## src/rtl/core/fqst_pkg.sv

```systemverilog
package fqst_pkg;

  localparam int unsigned DataWidth    = 32;
  localparam int unsigned OpWidth      = 2;
  localparam int unsigned StatusWidth  = 2;
  localparam int unsigned CountWidth   = 5;
  localparam int unsigned DefaultDepth = 16;

  typedef enum logic [OpWidth-1:0] {
    OP_ENQUEUE  = 2'd0,
    OP_DEQUEUE  = 2'd1,
    OP_QUERY    = 2'd2,
    OP_TRUNCATE = 2'd3
  } fqst_op_e;

  typedef enum logic [StatusWidth-1:0] {
    ST_OK    = 2'd0,
    ST_FULL  = 2'd1,
    ST_EMPTY = 2'd2
  } fqst_status_e;

  typedef enum logic [1:0] {
    S_IDLE,
    S_READ,
    S_SCAN,
    S_DONE
  } fqst_state_e;

endpackage

```

## src/rtl/core/fqst_if.sv

```systemverilog
interface fqst_in_if;
  import fqst_pkg::*;

  logic                        valid;
  logic                        ready;
  logic [OpWidth-1:0]          op;
  logic signed [DataWidth-1:0] value;

  modport source (output valid, output op, output value, input ready);
  modport sink   (input valid, input op, input value, output ready);
endinterface

interface fqst_out_if;
  import fqst_pkg::*;

  logic                        valid;
  logic                        ready;
  logic [StatusWidth-1:0]      status;
  logic signed [DataWidth-1:0] data;
  logic                        found;
  logic [CountWidth-1:0]       count;

  modport source (output valid, output status, output data, output found, output count,
                  input ready);
  modport sink   (input valid, input status, input data, input found, input count,
                  output ready);
endinterface

```

## src/rtl/core/fqst_ram.sv

```systemverilog
module fqst_ram #(
  parameter int unsigned Width = 32,
  parameter int unsigned Depth = 16,
  parameter int unsigned AddrW = (Depth > 1) ? $clog2(Depth) : 1
) (
  input  logic             clk_i,
  input  logic             we_i,
  input  logic [AddrW-1:0] waddr_i,
  input  logic [Width-1:0] wdata_i,
  input  logic             re_i,
  input  logic [AddrW-1:0] raddr_i,
  output logic [Width-1:0] rdata_o
);

  logic [Width-1:0] mem_q [Depth];
  logic [Width-1:0] rdata_q;

  always_ff @(posedge clk_i) begin
    if (we_i) begin
      mem_q[waddr_i] <= wdata_i;
    end
    if (re_i) begin
      rdata_q <= mem_q[raddr_i];
    end
  end

  assign rdata_o = rdata_q;

endmodule

```

## src/rtl/core/fifo_queue_with_search_truncate_core.sv

```systemverilog
// Sequence: an enqueue writes its slot as it is taken and goes to the done state; a dequeue
// reads the head entry in the read state first; query and truncate go through the scan state,
// which reads one ring entry per cycle from head to tail; a match ends the scan early.
// Throughput: one request at a time; the next one is taken as soon as the sequencer
// is idle, even while the previous result still waits in the output register.
// Reset: asynchronous, active low; the queue comes up empty, slot contents are not cleared.
module fifo_queue_with_search_truncate_core #(
  parameter int unsigned DEPTH = fqst_pkg::DefaultDepth
) (
  input  logic clk_i,
  input  logic rst_ni,
  fqst_in_if.sink    in_i,
  fqst_out_if.source out_o
);
  import fqst_pkg::*;

  // Ring index width and the width of a count that can hold DEPTH itself.
  localparam int unsigned AW = (DEPTH > 1) ? $clog2(DEPTH) : 1;
  localparam int unsigned CW = $clog2(DEPTH + 1);
  localparam logic [CW-1:0] DepthC = CW'(DEPTH);

  // Position in the ring at a given offset from the head. The offset is always
  // below DEPTH, so one compare and subtract wraps the sum.
  function automatic logic [AW-1:0] ring_pos(input logic [AW-1:0] base,
                                             input logic [AW-1:0] off);
    logic [AW:0] sum;
    sum = {1'b0, base} + {1'b0, off};
    if (sum >= (AW+1)'(DEPTH)) begin
      sum = sum - (AW+1)'(DEPTH);
    end
    return sum[AW-1:0];
  endfunction

  fqst_state_e state_q, state_d;

  // Queue bookkeeping.
  logic [AW-1:0] head_q, head_d;
  logic [CW-1:0] cnt_q, cnt_d;

  // Request being worked on.
  fqst_op_e       op_q, op_d;
  logic [DataWidth-1:0] value_q, value_d;

  // Scan pointers: idx is the next offset to read, pend marks a read whose data
  // arrives this cycle for offset pend_off.
  logic [CW-1:0] idx_q, idx_d;
  logic          pend_q, pend_d;
  logic [CW-1:0] pend_off_q, pend_off_d;

  // Result waiting for the output register.
  fqst_status_e         res_status_q, res_status_d;
  logic [DataWidth-1:0] res_data_q, res_data_d;
  logic                 res_found_q, res_found_d;

  // Output register.
  logic                   out_valid_q, out_valid_d;
  fqst_status_e           out_status_q, out_status_d;
  logic [DataWidth-1:0]   out_data_q, out_data_d;
  logic                   out_found_q, out_found_d;
  logic [CountWidth-1:0]  out_count_q, out_count_d;

  // RAM port.
  logic                 ram_we, ram_re;
  logic [AW-1:0]        ram_waddr, ram_raddr;
  logic [DataWidth-1:0] ram_rdata;

  logic in_xfer, out_free;

  assign in_i.ready = (state_q == S_IDLE);
  assign in_xfer    = in_i.valid && in_i.ready;
  assign out_free   = !out_valid_q || out_o.ready;

  fqst_ram #(
    .Width (DataWidth),
    .Depth (DEPTH),
    .AddrW (AW)
  ) u_slots (
    .clk_i   (clk_i),
    .we_i    (ram_we),
    .waddr_i (ram_waddr),
    .wdata_i (value_d),
    .re_i    (ram_re),
    .raddr_i (ram_raddr),
    .rdata_o (ram_rdata)
  );

  always_comb begin
    state_d      = state_q;
    head_d       = head_q;
    cnt_d        = cnt_q;
    op_d         = op_q;
    value_d      = value_q;
    idx_d        = idx_q;
    pend_d       = 1'b0;
    pend_off_d   = pend_off_q;
    res_status_d = res_status_q;
    res_data_d   = res_data_q;
    res_found_d  = res_found_q;
    out_valid_d  = out_valid_q && !out_o.ready;
    out_status_d = out_status_q;
    out_data_d   = out_data_q;
    out_found_d  = out_found_q;
    out_count_d  = out_count_q;
    ram_we       = 1'b0;
    ram_re       = 1'b0;
    ram_waddr    = ring_pos(head_q, cnt_q[AW-1:0]);
    ram_raddr    = ring_pos(head_q, idx_q[AW-1:0]);

    unique case (state_q)
      S_IDLE: begin
        if (in_xfer) begin
          op_d         = fqst_op_e'(in_i.op);
          value_d      = in_i.value;
          res_status_d = ST_OK;
          res_data_d   = '0;
          res_found_d  = 1'b0;
          idx_d        = '0;
          unique case (fqst_op_e'(in_i.op))
            OP_ENQUEUE: begin
              // The slot is written right away; the count follows in the same edge.
              if (cnt_q >= DepthC) begin
                res_status_d = ST_FULL;
              end else begin
                ram_we = 1'b1;
                cnt_d  = cnt_q + CW'(1);
              end
              state_d = S_DONE;
            end
            OP_DEQUEUE: begin
              if (cnt_q == '0) begin
                res_status_d = ST_EMPTY;
                state_d      = S_DONE;
              end else begin
                ram_re    = 1'b1;
                ram_raddr = head_q;
                state_d   = S_READ;
              end
            end
            default: begin
              state_d = S_SCAN;
            end
          endcase
        end
      end

      S_READ: begin
        // The head entry arrives from the RAM in this cycle.
        res_data_d = ram_rdata;
        head_d     = ring_pos(head_q, AW'(1));
        cnt_d      = cnt_q - CW'(1);
        state_d    = S_DONE;
      end

      S_SCAN: begin
        // Issue one read per cycle and compare the data of the previous one, so
        // the shared comparator sees one entry per cycle in head-to-tail order.
        if (pend_q && (ram_rdata == value_q)) begin
          res_found_d = 1'b1;
          if (op_q == OP_TRUNCATE) begin
            cnt_d = pend_off_q + CW'(1);
          end
          state_d = S_DONE;
        end else if (idx_q < cnt_q) begin
          ram_re     = 1'b1;
          pend_d     = 1'b1;
          pend_off_d = idx_q;
          idx_d      = idx_q + CW'(1);
        end else if (!pend_q) begin
          state_d = S_DONE;
        end
      end

      S_DONE: begin
        if (out_free) begin
          out_valid_d  = 1'b1;
          out_status_d = res_status_q;
          out_data_d   = res_data_q;
          out_found_d  = res_found_q;
          out_count_d  = CountWidth'(cnt_q);
          state_d      = S_IDLE;
        end
      end

      default: begin
        state_d = S_IDLE;
      end
    endcase
  end

  always_ff @(posedge clk_i or negedge rst_ni) begin
    if (!rst_ni) begin
      state_q     <= S_IDLE;
      head_q      <= '0;
      cnt_q       <= '0;
      pend_q      <= 1'b0;
      out_valid_q <= 1'b0;
    end else begin
      state_q     <= state_d;
      head_q      <= head_d;
      cnt_q       <= cnt_d;
      pend_q      <= pend_d;
      out_valid_q <= out_valid_d;
    end
  end

  always_ff @(posedge clk_i) begin
    op_q         <= op_d;
    value_q      <= value_d;
    idx_q        <= idx_d;
    pend_off_q   <= pend_off_d;
    res_status_q <= res_status_d;
    res_data_q   <= res_data_d;
    res_found_q  <= res_found_d;
    out_status_q <= out_status_d;
    out_data_q   <= out_data_d;
    out_found_q  <= out_found_d;
    out_count_q  <= out_count_d;
  end

  assign out_o.valid  = out_valid_q;
  assign out_o.status = out_status_q;
  assign out_o.data   = out_data_q;
  assign out_o.found  = out_found_q;
  assign out_o.count  = out_count_q;

  // The queue never holds more than DEPTH items.
  a_cnt_bound: assert property (@(posedge clk_i) disable iff (!rst_ni)
    cnt_q <= DepthC)
    else $error("item count exceeds ring depth");

  // An accepted request always leaves the idle state.
  a_busy_after_accept: assert property (@(posedge clk_i) disable iff (!rst_ni)
    in_xfer |=> state_q != S_IDLE)
    else $error("sequencer stayed idle after an input transfer");

  // A pending compare always belongs to the offset just before the read pointer.
  a_pend_offset: assert property (@(posedge clk_i) disable iff (!rst_ni)
    pend_q |-> (state_q == S_SCAN) && (idx_q == pend_off_q + CW'(1)))
    else $error("scan compare out of step with read pointer");

  // A result is loaded into the output register only from the done state.
  a_load_from_done: assert property (@(posedge clk_i) disable iff (!rst_ni)
    $rose(out_valid_q) |-> $past(state_q) == S_DONE)
    else $error("result loaded outside the done state");

endmodule

```

## src/flat_wrapper.sv

```systemverilog
// flat-port wrapper written by rule: the top's interface ports become plain ports
module fifo_queue_with_search_truncate_core_flat import fqst_pkg::*;
#(
  parameter int unsigned DEPTH = fqst_pkg::DefaultDepth
)
  (clk_i, rst_ni, in_i_valid, in_i_op, in_i_value, in_i_ready, out_o_valid, out_o_status, out_o_data, out_o_found, out_o_count, out_o_ready);
  fqst_in_if in_i_i ();
  fqst_out_if out_o_i ();
  input  logic clk_i;
  input  logic rst_ni;
  input wire logic [$bits(in_i_i.valid)-1:0] in_i_valid;
  input wire logic [$bits(in_i_i.op)-1:0] in_i_op;
  input wire logic [$bits(in_i_i.value)-1:0] in_i_value;
  output wire logic [$bits(in_i_i.ready)-1:0] in_i_ready;
  output wire logic [$bits(out_o_i.valid)-1:0] out_o_valid;
  output wire logic [$bits(out_o_i.status)-1:0] out_o_status;
  output wire logic [$bits(out_o_i.data)-1:0] out_o_data;
  output wire logic [$bits(out_o_i.found)-1:0] out_o_found;
  output wire logic [$bits(out_o_i.count)-1:0] out_o_count;
  input wire logic [$bits(out_o_i.ready)-1:0] out_o_ready;
  assign in_i_i.valid = in_i_valid;
  assign in_i_i.op = in_i_op;
  assign in_i_i.value = in_i_value;
  assign in_i_ready = in_i_i.ready;
  assign out_o_valid = out_o_i.valid;
  assign out_o_status = out_o_i.status;
  assign out_o_data = out_o_i.data;
  assign out_o_found = out_o_i.found;
  assign out_o_count = out_o_i.count;
  assign out_o_i.ready = out_o_ready;
  fifo_queue_with_search_truncate_core #(.DEPTH(DEPTH)) u_core (.clk_i(clk_i), .rst_ni(rst_ni), .in_i(in_i_i), .out_o(out_o_i));
endmodule
```

## config.mk

```make
export PLATFORM = sky130hd
export DESIGN_NAME = fifo_queue_with_search_truncate_core_flat
export DESIGN_NICKNAME = d
export VERILOG_FILES = /design/src/rtl/core/fqst_pkg.sv /design/src/rtl/core/fqst_if.sv /design/src/rtl/core/fqst_ram.sv /design/src/rtl/core/fifo_queue_with_search_truncate_core.sv /design/src/flat_wrapper.sv
export SDC_FILE = /design/constraint.sdc
export NUM_CORES = 1
export LEC_CHECK = 0
export ABC_AREA = 1
export BUFFER_PORTS_ARGS = -buffer_cell sky130_fd_sc_hd__buf_2
export CAP_MARGIN = 15
export CORE_MARGIN = 10
export CORE_UTILIZATION = 45
export CTS_BUF_LIST = sky130_fd_sc_hd__clkbuf_2
export DETAILED_ROUTE_END_ITERATION = 10
export GPL_ROUTABILITY_DRIVEN = 1
export PLACE_DENSITY_LB_ADDON = 0.3
export SYNTH_ARGS = -nofsm -noshare
export SYNTH_HDL_FRONTEND = slang
export SYNTH_SLANG_ARGS = --single-unit
```

## constraint.sdc

```tcl
create_clock -name clk_i -period 7.8 [get_ports clk_i]
set_input_delay 1.17 -clock clk_i [delete_from_list [all_inputs] [get_ports clk_i]]
set_output_delay 1.17 -clock clk_i [all_outputs]
set_load 0.1 [all_outputs]
```

Word-level counts from Yosys, hierarchy flattened
Memories as Yosys holds them, arrays and structs flattened. A register that Yosys moved wholly into a read port is not among the register bits.
Cells that the tools add are included.
{"block": "word_totals", "reg_bits": 132, "ramBits": 512, "inputBits": 38, "output_inout_bits": 42, "word_cells": 119, "mem_count": 1}
{"block": "classes", "add_sub_neg": 10, "n_lt_le_gt_ge": 5, "n_eq_ne": 16, "mux": 50, "bitwise_logic": 1, "n_reduce_logical": 20}
{"name": "u_core.u_slots.mem_q", "depth": 16, "width": 32, "rd": 1, "rd_ports_with_merged_regs": 1, "write_ports": 1, "line": "fqst_ram.sv:15", "text": "logic [Width-1:0] mem_q [Depth];"}
{"cell": "$mux 32", "n": 3}
{"cell": "$pmux 32 s2", "n": 1}
{"cell": "$mux 5", "n": 8}
{"cell": "$eq 32x32->1", "n": 1}
{"cell": "$mux 4", "n": 7}
{"cell": "$ge 5x5->1 const B", "n": 4}
{"cell": "$mux 1", "n": 17}
{"cell": "$add 5x1->5 const B", "n": 3}
{"cell": "$pmux 5 s3", "n": 1}
{"cell": "$mux 2", "n": 7}
{"cell": "$sub 4x1->4 const B", "n": 3}
{"cell": "$add 4x4->5", "n": 2}
{"cell": "$pmux 5 s2", "n": 1}
{"cell": "$ne 2x1->1 const B", "n": 4}
{"cell": "$ne 2x2->1 const B", "n": 4}
{"cell": "$pmux 2 s2", "n": 2}
{"cell": "$pmux 2 s4", "n": 1}
{"cell": "$reduce_and 4->1", "n": 2}
{"cell": "$eq 2x2->1 const B", "n": 3}
{"cell": "$reduce_and 2->1", "n": 3}
{"cell": "$reduce_and 3->1", "n": 2}
{"cell": "$reduce_and 6->1", "n": 1}
{"cell": "$add 4x1->5 const B", "n": 1}
{"cell": "$logic_not 5->1", "n": 1}
{"cell": "13 further kinds", "n": 20}

Depth between registers and ports, before layout
Gate-level depths: netlist (run 1).
{"block": "logic_depth", "word_depth": 7, "ltp_mapped": 15, "mapped_depth_nobuf": 13}

Modules after synthesis
Synthesis (run 1) repeated with hierarchy kept, for this count alone.
{"block": "unflattened", "hier_cells": 2705, "area_unflattened_um2": 28881.4}
{"module": "fqst_ram", "n_inst": 1, "cells_per_inst": 2120, "area_each_um2": 23050.9, "seq_area_each_um2": 16335.7}
{"module": "fifo_queue_with_search_truncate_core", "n_inst": 1, "cells_per_inst": 585, "area_each_um2": 5830.6, "seq_area_each_um2": 3578.4}

Worst setup path before layout (run 1)
OpenSTA, ideal clock, no wires.
{"block": "synth_path", "kind": "flip-flop to flip-flop", "startpoint": "reg u_core.state_q[0]", "endpoint": "mem u_core.u_slots.mem_q[0][0] (enable)", "setup_time_ns": 0.421, "arrival_ns": 3.577, "required_time_ns": 7.379, "slack_ns": 3.802, "path_stages_with_launch": 8, "path_buffers": 1, "period_less_slack_ns": 3.998, "path_cell_list": "dfrtp_1 inv_1 ha_1 nand2_1 clkbuf_1 nor2_1 nand3_1 nor2_1"}
{"block": "synth_via", "elab_chain_len": 6}
{"element": "start, declared", "line": "fifo_queue_with_search_truncate_core.sv:34", "text": "fqst_state_e state_q, state_d;"}
{"element": "start signal, assigned", "line": "fifo_queue_with_search_truncate_core.sv:198", "text": "state_q <= state_d;"}
{"element": "$logic_not 2->1 (*)", "line": "fifo_queue_with_search_truncate_core.sv:69", "text": "assign in_i.ready = (state_q == S_IDLE);"}
{"element": "via in_i_ready", "line": "flat_wrapper.sv:14", "text": "output wire logic [$bits(in_i_i.ready)-1:0] in_i_ready;"}
{"element": "$logic_and 1x1->1", "line": "fifo_queue_with_search_truncate_core.sv:70", "text": "assign in_xfer = in_i.valid && in_i.ready;"}
{"element": "$mux 1", "line": "fifo_queue_with_search_truncate_core.sv:111", "text": "if (in_xfer) begin"}
{"element": "$mux 1 (*)", "line": "fifo_queue_with_search_truncate_core.sv:109", "text": "unique case (state_q)"}
{"element": "$mux 1 (*)", "line": "fqst_ram.sv:19", "text": "if (we_i) begin"}
{"element": "$mux 1 (implied by the code) (*)", "line": "fqst_ram.sv:20", "text": "mem_q[waddr_i] <= wdata_i;"}
{"element": "end, declared", "line": "fqst_ram.sv:15"}
The timed path passes the listed nets; every way through them passes the cells marked *.

Final worst setup path (run 1)
{"block": "layout_path", "startpoint": "reg u_core.state_q[0]", "endpoint": "reg u_core.u_slots.rdata_q[12] (netlist: u_core.u_slots.rdata_o[12]) (read register of u_core.u_slots.mem_q), data pin"}
{"block": "layout_via", "elab_chain_len": 4, "elab_cells_between_ends": 7, "cone_classes": "eq/ne: 1; mux: 4; reduce/logical: 2"}
{"element": "$logic_not 2->1", "line": "fifo_queue_with_search_truncate_core.sv:69, fifo_queue_with_search_truncate_core.sv:109"}
{"element": "$logic_and 1x1->1", "line": "fifo_queue_with_search_truncate_core.sv:70"}
{"element": "$mux 1 / $mux 4 (equally long branches)", "line": "fifo_queue_with_search_truncate_core.sv:111"}
{"element": "$pmux 1 s2 / $mux 4 (equally long branches)", "line": "fifo_queue_with_search_truncate_core.sv:109"}
{"element": "end, declared", "line": "fqst_ram.sv:16", "text": "logic [Width-1:0] rdata_q;"}
Several ways; a longest one is shown, not always the timed one.
A chain may end at the register's enable or synchronous reset.

==> results of run 1 <==
-- worst min path at each step --
stage	startpoint	to	slack [ns]	cells after the start
floorplan	u_core.res_data_q[0]	u_core.out_o.data[0]	0.40	0
global placement	u_core.res_data_q[17]	u_core.out_o.data[17]	0.40	0
detailed placement	u_core.res_data_q[12]	u_core.out_o.data[12]	0.40	0
CTS	in_i_op[0]	u_core.op_q[0]	0.15	1
global route	in_i_op[0]	u_core.op_q[0]	0.20	1
finish	in_i_op[0]	u_core.op_q[0]	0.28	1
-- cells in the mapped netlist --
| master | count | area (sq um) |
|---|---|---|
| clkbuf_1 | 16 | 60.1 |
| buf_1 | 8 | 30.0 |
| o211ai_1 | 96 | 721 |
| nand2_4 | 2 | 22.5 |
| o21ai_0 | 42 | 210 |
| dfrtp_1 | 13 | 325 |
| nor3_1 | 2 | 10.0 |
| fa_1 | 2 | 40.0 |
| nand3_1 | 209 | 1050 |
| xor2_1 | 5 | 43.8 |
| o21ai_1 | 20 | 100 |
| buf_4 | 35 | 263 |
| a21oi_1 | 11 | 55.1 |
| o221ai_1 | 1 | 8.76 |
| o22ai_1 | 1 | 6.26 |
| nand2_2 | 1 | 6.26 |
| a211oi_1 | 1 | 7.51 |
| inv_2 | 1 | 3.75 |
| nand2_1 | 913 | 3430 |
| edfxtp_1 | 631 | 18900 |
| buf_6 | 3 | 33.8 |
| or2_2 | 1 | 6.26 |
| buf_2 | 53 | 265 |
| xnor2_1 | 29 | 254 |
| nor2_1 | 39 | 146 |
| o21ai_2 | 2 | 17.5 |
| nand4_1 | 5 | 31.3 |
| inv_1 | 208 | 781 |
| nor2_4 | 2 | 22.5 |
| ha_1 | 19 | 238 |
| nand3_4 | 1 | 17.5 |
| dfxtp_1 | 32 | 641 |
-- metal layers --
metal,track usage,routed length (microns),vias to the layer above
met5,0,22,-
met2,0.305,31500,670
met1,0.240,28000,8534
met3,0.0315,4960,124
met4,0.0695,1480,4
li1,-,-,8586
-- timing repair --
action | in CTS | in global routing
setup buffers | 0 | 0
hold buffers | 1 | 0
setup endpoints to repair | 0 | 0
hold endpoints to repair | 13 | 0
-- flip-flops by register name (all words and copies together), names as in the netlist --
name	count
u_core.head_q	4
u_core.res_status_q	2
u_core.pend_q	1
u_core.state_q	2
u_core.out_o.found	1
u_core.cnt_q	5
u_core.out_o.count	5
u_core.u_slots.rdata_o	32
u_core.res_data_q	32
u_core.idx_q	5
u_core.out_o.valid	1
u_core.pend_off_q	5
u_core.out_o.data	32
u_core.value_q	32
u_core.u_slots.mem_q	512
u_core.res_found_q	1
u_core.op_q	2
u_core.out_o.status	2
-- worst register-to-register path, stage by stage (launching register included) --
cell and delay [ns]:
dfrtp_1 0.42, inv_1 0.10, ha_1 0.32, nand2_1 0.11, buf_4 0.45, nor2_4 0.10, nand2_4 0.18, nand2_2 0.12
nand2_8 0.69, buf_12 0.69, nand2_1 0.17, o211ai_1 0.12, nand3_1 0.12, nand3_1 0.13, nand2_1 0.07
-- metrics by stage --
| stage | hold WS, ns | util | instances |
|---|---|---|---|
| after global routing | 0.198 | 0.495 | 3479 |
| final | 0.276 | 0.495 | 3480 |
| after CTS | 0.150 | 0.495 | 3478 |
| after detailed placement | 0.405 | 0.473 | 3193 |
| after global placement | 0.401 | 0.473 | 3193 |
| after floorplan | 0.400 | - | 2404 |
-- kinds of logic after synthesis --
kind of cell,share of synthesized area
xor+xnor,0.0107
fa+ha+maj,0.0100
buf+inv,0.0517
compound gates,0.0405
simple gates,0.170
flops,0.717
-- layout make-up --
class / count / area, sq um
multi-input combinational: 1404 / 6620
tap: 790 / 988
fill: 5421 / 31000
sequential: 676 / 19900
inverter: 209 / 791
timing repair buffer: 115 / 706
antenna: 2 / 5.00
clock buffer: 247 / 1240
clock inverter: 37 / 145
==> results by group, run 1 <==
Worst setup path
  • Crit-path slowest cell: nand2_8
  • WP data arrival: about 5 ns
  • Worst Path Max Fanout: between 150 and 200
  • CP startpoint kind: flip-flop
  • Reg2reg path depth: 14
  • CP endpoint: u_core.u_slots.rdata_o[12]
  • CP bufs+invs: 3
  • R2r startpoint: u_core.state_q[0]
  • CP required: a little under 9 ns
  • Crit path top cell by count: nand2_1
  • Crit end category: flip-flop
  • Worst R2R Setup Slack: roughly 3.7 ns
  • CP startpoint: u_core.state_q[0]
  • Reg-to-Reg End: u_core.u_slots.rdata_o[12]
  • WP depth: 14
  • Crit-path leading delay family: simple AND/OR/NAND/NOR gates
  • Crit-path cells: inv_1 -> ha_1 -> nand2_1 -> buf_4 -> nor2_4 -> nand2_4 -> nand2_2 -> nand2_8 -> buf_12 -> nand2_1 -> o211ai_1 -> nand3_1 -> nand3_1 -> nand2_1
  • Crit path largest cell delay: between 0.6 and 0.7 ns
  • Crit Path Class: reg -> reg

Logic synthesis
  • Mapped cell area: between 0.02 and 0.03 sq mm
  • Mapped Cells: 2404
  • Flops & latches, synth: 676
  • Number of distinct library cells after synthesis: 32
  • Syn. warnings: 0
  • Syn avg cell area: 11.6 sq um
  • Mapped Nets: ~2500
  • Sequential fraction of the synthesis area: 0.717

Cells and area
  • Final Instance Area: between 0.03 and 0.04 sq mm
  • Commonest cells after routing, fill and taps aside: nand2_1, edfxtp_1, clkbuf_2
  • Final net count: 2625
  • Layout cells sized above 1: 0.149
  • Syn-to-layout area delta: 9.42%
  • Most common cell after layout, fill and taps aside: nand2_1

Drt
  • Via count: roughly 18000
  • Drc violations: 0
  • Detail Route Antenna Nets: 0
  • Pre-antenna DRT Iters: 6
  • DR WL/cell: between 15 and 20 microns
  • Initial DRC Count: 1648
  • Final WL: 66.0 mm
  • DR vias/cell: approximately 5.1

Status
  • Status: finished, final reports clean

Floorplan
  • Site Rows: slightly above 90
  • I/O pin count: 80
  • Die area: between 0.07 and 0.08 sq mm
  • Die Ht: 268 microns
  • Core footprint: just over 0.06 sq mm
  • Initial Util: 0.453
  • Die X: between 200 and 300 microns

Hold path
  • Hold WC Path Type: in -> reg

GRT
  • Vias in the first global route: about 17000
  • Largest net degree at the start of global routing: roughly 210
  • GR Util All Layers: 0.184
  • Initial antenna violation count: 3
  • Remaining Overflow, GRT: 0
  • First-pass GRT wire length: approximately 100 mm

Clocking
  • Clock Sinks: between 600 and 700
  • Number of buffers created by CTS: 160
  • Gates resized, CTS repair: 0
  • Clk_lat worst skew: approximately 1.2 ns
  • Clock Path Buffers: 3
  • CTS tree: done
  • CTS H-Tree Depth: 4
  • Clk Tree Root Cell: clkbuf_2
  • Clock input transition at the sequential cells of the worst setup and hold paths: 0.11 ns

Timing
  • Period utilization: 0.520
  • Fin Setup TNS: 0 ns
  • Setup Skew: a little over 0.08 ns
  • Final setup viols: 0
  • Tightest Pin Transition: between 1 and 1.5 ns
  • Slew headroom: 0.224
  • Post-layout min period: slightly above 4 ns
  • Final hold violation count: 0
  • FMAX: about 250 MHz
  • RSZ-0062 raised after global routing: no
  • Max-slew violations: 0
  • Setup ws final: ~3.7 ns

Placement
  • Pre-CTS setup slack: about 3.4 ns
  • Final GP Congestion: 0.823
  • Port Buf Inserts: between 70 and 80
  • Area post-placement: approximately 0.029 sq mm
  • Final HPWL from detailed placement: approximately 34 mm

Job
  • Max-cap violations: 0
Power of run 1 is left out: the tool's default activity adds up to more than one toggle a clock period on the data nets, which glitch-free logic cannot reach.
==> run 2: changes to the inputs <==
==> constraint.sdc (replaced) <==
create_clock -name clk_i -period 3.9 [get_ports clk_i]
set_input_delay 0.585 -clock clk_i [delete_from_list [all_inputs] [get_ports clk_i]]
set_output_delay 0.585 -clock clk_i [all_outputs]
set_load 0.1 [all_outputs]
==> run 2 against run 1 <==
Against the previous run:
- utilization is 0.85 points higher
- clock-buffer cell count fell by 4
- worst setup slack got worse by 3.2 ns
- sequential share of layout area down 1.1 points
- critical path depth decreased by 1
- final area is 1.7% higher
==> results by group, run 2 (synthesized netlist as in run 1, its figures left out) <==
Cells and area
  • Most flops, register: u_core.u_slots.mem_q (unchanged)
  • Most common cell after layout, fill and taps aside: nand2_1 (unchanged)
  • Non-filler cells in the finished layout: 3509 (was 3480)
  • Post-layout util: 0.504 (was 0.495)
  • Register area: 0.0199 sq mm (unchanged)
  • Fillers: 5389 (was 5421)
  • Commonest cells after routing, fill and taps aside: nand2_1, edfxtp_1, clkbuf_2 (unchanged)
  • Max reg flops: 512 (unchanged)
  • Syn-to-layout area delta: 11.3% (was 9.42%)
  • Multi-input gate area: 0.00662 sq mm (unchanged)
  • Layout cells sized above 1: 0.153 (was 0.149)
  • Final Instance Area: 0.0309 sq mm (was 0.0304 sq mm)
  • Final net count: 2653 (was 2625)

Timing
  • RSZ-0062 raised after global routing: no (unchanged)
  • Tightest Pin Transition: 1.03 ns (was 1.16 ns)
  • Final hold violation count: 0 (unchanged)
  • Final setup viols: 0 (unchanged)
  • FMAX: 302 MHz (was 247 MHz)
  • Slew headroom: 0.313 (was 0.224)
  • Period utilization: 0.849 (was 0.520)
  • Post-layout min period: 3.31 ns (was 4.05 ns)
  • Setup Skew: 0.0727 ns (was 0.0812 ns)
  • Max-slew violations: 0 (unchanged)
  • Fin Hold WS: 0.135 ns (was 0.276 ns)

Clocking
  • Clk_lat worst skew: 1.18 ns (was 1.17 ns)
  • Clock Sinks: 676 (unchanged)
  • Gates resized, CTS repair: 0 (unchanged)
  • Clock input transition at the sequential cells of the worst setup and hold paths: 0.10 ns (was 0.11 ns)
  • Number of buffers created by CTS: 162 (was 160)
  • Clk Tree Root Cell: clkbuf_2 (unchanged)
  • CTS tree: done (unchanged)
  • Clock Path Buffers: 3 (unchanged)
  • Setup bufs post-CTS: 0 (unchanged)
  • CTS H-Tree Depth: 4 (unchanged)

Placement
  • Final HPWL from detailed placement: 41.0 mm (was 34.2 mm)
  • Area post-placement: 0.0293 sq mm (was 0.0290 sq mm)
  • Port Buf Inserts: 79 (unchanged)
  • Final GP Congestion: 0.852 (was 0.823)
  • DP Cell Count: 3207 (was 3193)

Worst setup path
  • Worst Path Max Fanout: 77 (was 162)
  • Crit-path leading delay family: buffers and inverters (was simple AND/OR/NAND/NOR gates)
  • Crit-path slowest cell: inv_4 (was nand2_8)
  • Crit path largest cell delay: 0.71 ns (was 0.69 ns)
  • Crit path top cell by count: nand2_1 (unchanged)
  • Crit end category: flip-flop (unchanged)
  • Crit-path cells: inv_1 -> ha_1 -> nand2_1 -> nor2_4 -> nand2_4 -> nand2_1 -> o21ai_4 -> inv_4 -> buf_4 -> o211ai_1 -> nand3_1 -> nand3_1 -> nand2_1 (was inv_1 -> ha_1 -> nand2_1 -> buf_4 -> nor2_4 -> nand2_4 -> nand2_2 -> nand2_8 -> buf_12 -> nand2_1 -> o211ai_1 -> nand3_1 -> nand3_1 -> nand2_1)
  • Crit Path Class: reg -> reg (unchanged)
  • CP bufs+invs: 3 (unchanged)
  • WP data arrival: 4.30 ns (was 4.94 ns)
  • CP required: 4.89 ns (was 8.69 ns)
  • CP startpoint kind: flip-flop (unchanged)

GRT
  • Initial antenna violation count: 1 (was 3)
  • Largest net degree at the start of global routing: 129 (was 211)
  • GR Util All Layers: 0.188 (was 0.184)
  • Remaining Overflow, GRT: 0 (unchanged)
  • Vias in the first global route: 18000 (was 17500)
  • First-pass GRT wire length: 104 mm (was 101 mm)

Floorplan
  • Initial Util: 0.453 (unchanged)
  • Die X: 268 microns (unchanged)
  • I/O pin count: 80 (unchanged)
  • Die Ht: 268 microns (unchanged)
  • Core footprint: 0.0614 sq mm (unchanged)
  • Die area: 0.0721 sq mm (unchanged)
  • Site Rows: 91 (unchanged)

Drt
  • Via count: 18200 (was 17900)
  • DR WL/cell: 19.3 microns (was 19.0 microns)
  • Drc violations: 0 (unchanged)
  • Final WL: 67.7 mm (was 66.0 mm)
  • DR vias/cell: 5.19 (was 5.15)
  • Initial DRC Count: 1932 (was 1648)
  • Detail Route Antenna Nets: 0 (unchanged)
  • Pre-antenna DRT Iters: 5 (was 6)

Job
  • Max-cap violations: 0 (unchanged)

Status
  • Status: finished, final reports clean (unchanged)

Hold path
  • Hold WC Path Type: in -> reg (unchanged)
==> run 2: cell count changes in the layout (fill, tap and decap cells not counted), moves of 3 or more <==
cell / change
clkbuf_2: -4
dlygate4sd3_1: +12
clkinv_1: +3
bufinv_16: +5
buf_12: +13
==> run 2: per-layer routing <==
layer	share of wire	track usage
met1	0.43	0.258
met2	0.46	0.286
met4	0.019	0.0676
met5	0	0
met3	0.097	0.0491
==> run 2: cell type report <==
cell class / instances / share of cell area
clock inverter: 45 / 0.00995
clock buffer: 243 / 0.0393
timing repair buffer: 141 / 0.0354
multi-input combinational: 1404 / 0.214
antenna: 1 / 0.0000809
sequential: 676 / 0.644
tap: 790 / 0.0320
inverter: 209 / 0.0254
==> run 2: stage by stage <==
stage | setup TNS (ns) | setup WS (ns)
2_1_floorplan | -52.16 | -0.0979
3_3_place_gp | 0 | 0.632
3_5_place_dp | 0 | 0.612
4_1_cts | 0 | 0.587
5_1_grt | 0 | 0.325
6_report | 0 | 0.588
==> run 2: tightest hold or removal path, cell delays in order <==
cell and delay (ns):
buf_2 0.08, nand2_1 0.05, nand2_1 0.47
==> run 2: timing repair <==
item	4_1_cts	5_1_grt
endpoints found under the hold margin	142	0
hold buffers	13	0
setup endpoints to repair	0	0
==> run 2: worst paths after layout <==
| path | from | end | slack [ns] | cells after the start |
|---|---|---|---|---|
| min in group asynchronous | rst_ni | u_core.pend_q | 0.56 | 3 |
| max in group asynchronous | rst_ni | u_core.out_o.valid | 2.84 | 3 |
| max reg2reg | u_core.state_q[0] | u_core.u_slots.rdata_o[16] | 0.59 | 13 |
| min | in_i_value[21] | u_core.value_q[21] | 0.13 | 3 |
| max | u_core.state_q[0] | u_core.u_slots.rdata_o[16] | 0.59 | 13 |
| min reg2reg | u_core.res_data_q[30] | u_core.out_o.data[30] | 0.41 | 0 |
Power of run 2 is left out for the same reason.
==> run 3: changes to the inputs <==
==> constraint.sdc (replaced) <==
create_clock -name clk_i -period 2.84 [get_ports clk_i]
set_input_delay 0.426 -clock clk_i [delete_from_list [all_inputs] [get_ports clk_i]]
set_output_delay 0.426 -clock clk_i [all_outputs]
set_load 0.1 [all_outputs]
==> run 3 against run 2 <==
Against the previous run:
- maximum frequency grew 23%
- cell count is 2.4% higher
- register-to-register slack got worse by 0.43 ns
- sequential share of layout area fell by 1.9 points
- die area is the same
- first-iteration DRC count is 11% lower
- critical path depth is 7 lower
- via count is 1.4% higher
- worst setup slack worse by 0.43 ns
- non-clock buffer count increased by 76
- utilization up 1.5 points
- critical endpoint is now u_core.u_slots.mem_q[11][5]
==> results by group, run 3 (synthesized netlist as in run 1, its figures left out) <==
Status
  • Status: finished, final reports clean (unchanged)

Cells and area
  • Max reg flops: 512 (unchanged)
  • Final net count: 2729 (was 2653)
  • Commonest cells after routing, fill and taps aside: nand2_1, edfxtp_1, clkbuf_2 (unchanged)
  • Syn-to-layout area delta: 14.6% (was 11.3%)
  • Layout cells sized above 1: 0.162 (was 0.153)
  • Most flops, register: u_core.u_slots.mem_q (unchanged)
  • Most common cell after layout, fill and taps aside: nand2_1 (unchanged)
  • Fillers: 5268 (was 5389)

Clocking
  • Clock Path Buffers: 3 (unchanged)
  • Clk Tree Root Cell: clkbuf_2 (unchanged)
  • Clock Sinks: 676 (unchanged)
  • CTS H-Tree Depth: 4 (unchanged)
  • CTS tree: done (unchanged)
  • Number of buffers created by CTS: 162 (unchanged)
  • Clk_lat worst skew: 1.36 ns (was 1.18 ns)
  • Clock input transition at the sequential cells of the worst setup and hold paths: 0.10 ns (about the same)

Hold path
  • Hold Path End: u_core.value_q[16] (was u_core.value_q[21])
  • Hold WC Path Type: in -> reg (unchanged)
  • Hold path start: in_i_value[16] (was in_i_value[21])
  • Hold depth: 5 (was 3)

Drt
  • Initial DRC Count: 1711 (was 1932)
  • Via count: 18500 (was 18200)
  • Final WL: 69.1 mm (was 67.7 mm)
  • Drc violations: 0 (unchanged)
  • DR WL/cell: 19.2 microns (was 19.3 microns)
  • Pre-antenna DRT Iters: 5 (unchanged)
  • DR vias/cell: 5.14 (was 5.19)
  • Detail Route Antenna Nets: 0 (unchanged)

GRT
  • First-pass GRT wire length: 105 mm (was 104 mm)
  • Remaining Overflow, GRT: 0 (unchanged)
  • Initial antenna violation count: 3 (was 1)
  • Largest net degree at the start of global routing: 93 (was 129)
  • Vias in the first global route: 17900 (was 18000)
  • GR Util All Layers: 0.192 (was 0.188)

Timing
  • Post-layout min period: 2.69 ns (was 3.31 ns)
  • Setup ws final: 0.153 ns (was 0.588 ns)
  • Fin Setup TNS: 0 ns (unchanged)
  • Tightest Pin Transition: 1.03 ns (about the same)
  • Final hold violation count: 0 (unchanged)
  • FMAX: 372 MHz (was 302 MHz)
  • RSZ-0062 raised after global routing: no (unchanged)
  • Slew headroom: 0.308 (was 0.313)
  • Period utilization: 0.946 (was 0.849)
  • Max-slew violations: 0 (unchanged)
  • Final setup viols: 0 (unchanged)
  • Setup Skew: 0.0807 ns (was 0.0727 ns)

Placement
  • Final HPWL from detailed placement: 40.7 mm (was 41.0 mm)
  • Pre-CTS setup slack: 0.144 ns (was 0.612 ns)
  • Final GP Congestion: 0.866 (was 0.852)
  • Port Buf Inserts: 79 (unchanged)

Worst setup path
  • Crit Path Class: reg -> reg (unchanged)
  • Worst R2R Setup Slack: 0.15 ns (was 0.59 ns)
  • Crit end category: flip-flop (unchanged)
  • Crit path largest cell delay: 0.43 ns (was 0.71 ns)
  • Reg-to-Reg End: u_core.u_slots.mem_q[11][5] (was u_core.u_slots.rdata_o[16])
  • Crit-path slowest cell: xnor2_1 (was inv_4)
  • WP data arrival: 3.67 ns (was 4.30 ns)
  • Worst Path Max Fanout: 14 (was 77)
  • CP startpoint kind: flip-flop (unchanged)
  • CP bufs+invs: 1 (was 3)
  • Crit-path cells: ha_1 -> fa_1 -> xnor2_1 -> nand2_1 -> nor2_4 -> buf_4 (was inv_1 -> ha_1 -> nand2_1 -> nor2_4 -> nand2_4 -> nand2_1 -> o21ai_4 -> inv_4 -> buf_4 -> o211ai_1 -> nand3_1 -> nand3_1 -> nand2_1)
  • CP required: 3.83 ns (was 4.89 ns)
  • Crit-path leading delay family: adder cells (was buffers and inverters)
  • R2r startpoint: u_core.cnt_q[0] (was u_core.state_q[0])
  • Reg2reg path depth: 6 (was 13)
  • WP depth: 6 (was 13)

Floorplan
  • Die X: 268 microns (unchanged)
  • Site Rows: 91 (unchanged)
  • Core footprint: 0.0614 sq mm (unchanged)
  • I/O pin count: 80 (unchanged)
  • Die Ht: 268 microns (unchanged)
  • Initial Util: 0.453 (unchanged)
  • Die area: 0.0721 sq mm (unchanged)

Job
  • Max-cap violations: 0 (unchanged)
## run 3: cell count changes in the layout (fill, tap and decap cells not counted), moves of 4 or more
cell and change:
buf_4 +17, clkinv_1 +11, clkbuf_2 -6, buf_12 +21, dlygate4sd3_1 +39, inv_2 +4
## run 3: what timing repair did
action                                  in CTS  in global routing
endpoints found under the setup margin       1                 33
pin swaps                                    0                  0
hold buffers                                52                  0
endpoints found under the hold margin      641                  0
setup buffers                                1                  2
gates resized for setup                      6                  1
## run 3: worst reg2reg max path, cell delays in order (launching register included)
cell	delay, ns
dfrtp_1	0.42
ha_1	0.24
fa_1	0.38
xnor2_1	0.43
nand2_1	0.37
nor2_4	0.22
buf_4	0.29
## run 3: area by class of cell
cell class,count,area [sq um],area share
multi-input combinational,1404,6640,0.208
tap,790,988,0.0310
inverter,209,787,0.0247
timing repair buffer,217,2030,0.0636
clock buffer,237,1190,0.0372
clock inverter,58,308,0.00966
antenna,3,7.51,0.000236
sequential,676,19900,0.625
## run 3: how the worst max path moves through the flow
stage | slack (ns) | to | startpoint
2_1_floorplan | 0.05 | u_core.u_slots.mem_q[10][0] | u_core.state_q[0]
3_5_place_dp | 0.14 | u_core.u_slots.rdata_o[20] | u_core.u_slots.rdata_o[14]
3_3_place_gp | 0.13 | u_core.u_slots.rdata_o[20] | u_core.u_slots.rdata_o[15]
6_report | 0.15 | u_core.u_slots.mem_q[11][5] | u_core.cnt_q[0]
5_1_grt | 0.009 | u_core.u_slots.rdata_o[10] | u_core.cnt_q[1]
4_1_cts | 0.001 | in_i_ready | u_core.state_q[1]
## run 3: per-stage QoR
stage	std cells	hold slack (ns)	utilization	area [sq um]
floorplan	2404	0.130	-	27900
global placement	3241	0.347	0.486	29800
detailed placement	3241	0.347	0.486	29800
CTS	3589	0.00190	0.519	31800
global route	3592	0.0676	0.519	31900
finish	3594	0.153	0.519	31900
## run 3: routing by layer
layer,part of all wire,global-route usage,up-vias
li1,-,-,8786
met5,0.00012,0,-
met1,0.42,0.253,8812
met2,0.47,0.309,758
met4,0.022,0.0685,2
met3,0.081,0.0439,111
Power of run 3 is left out for the same reason.
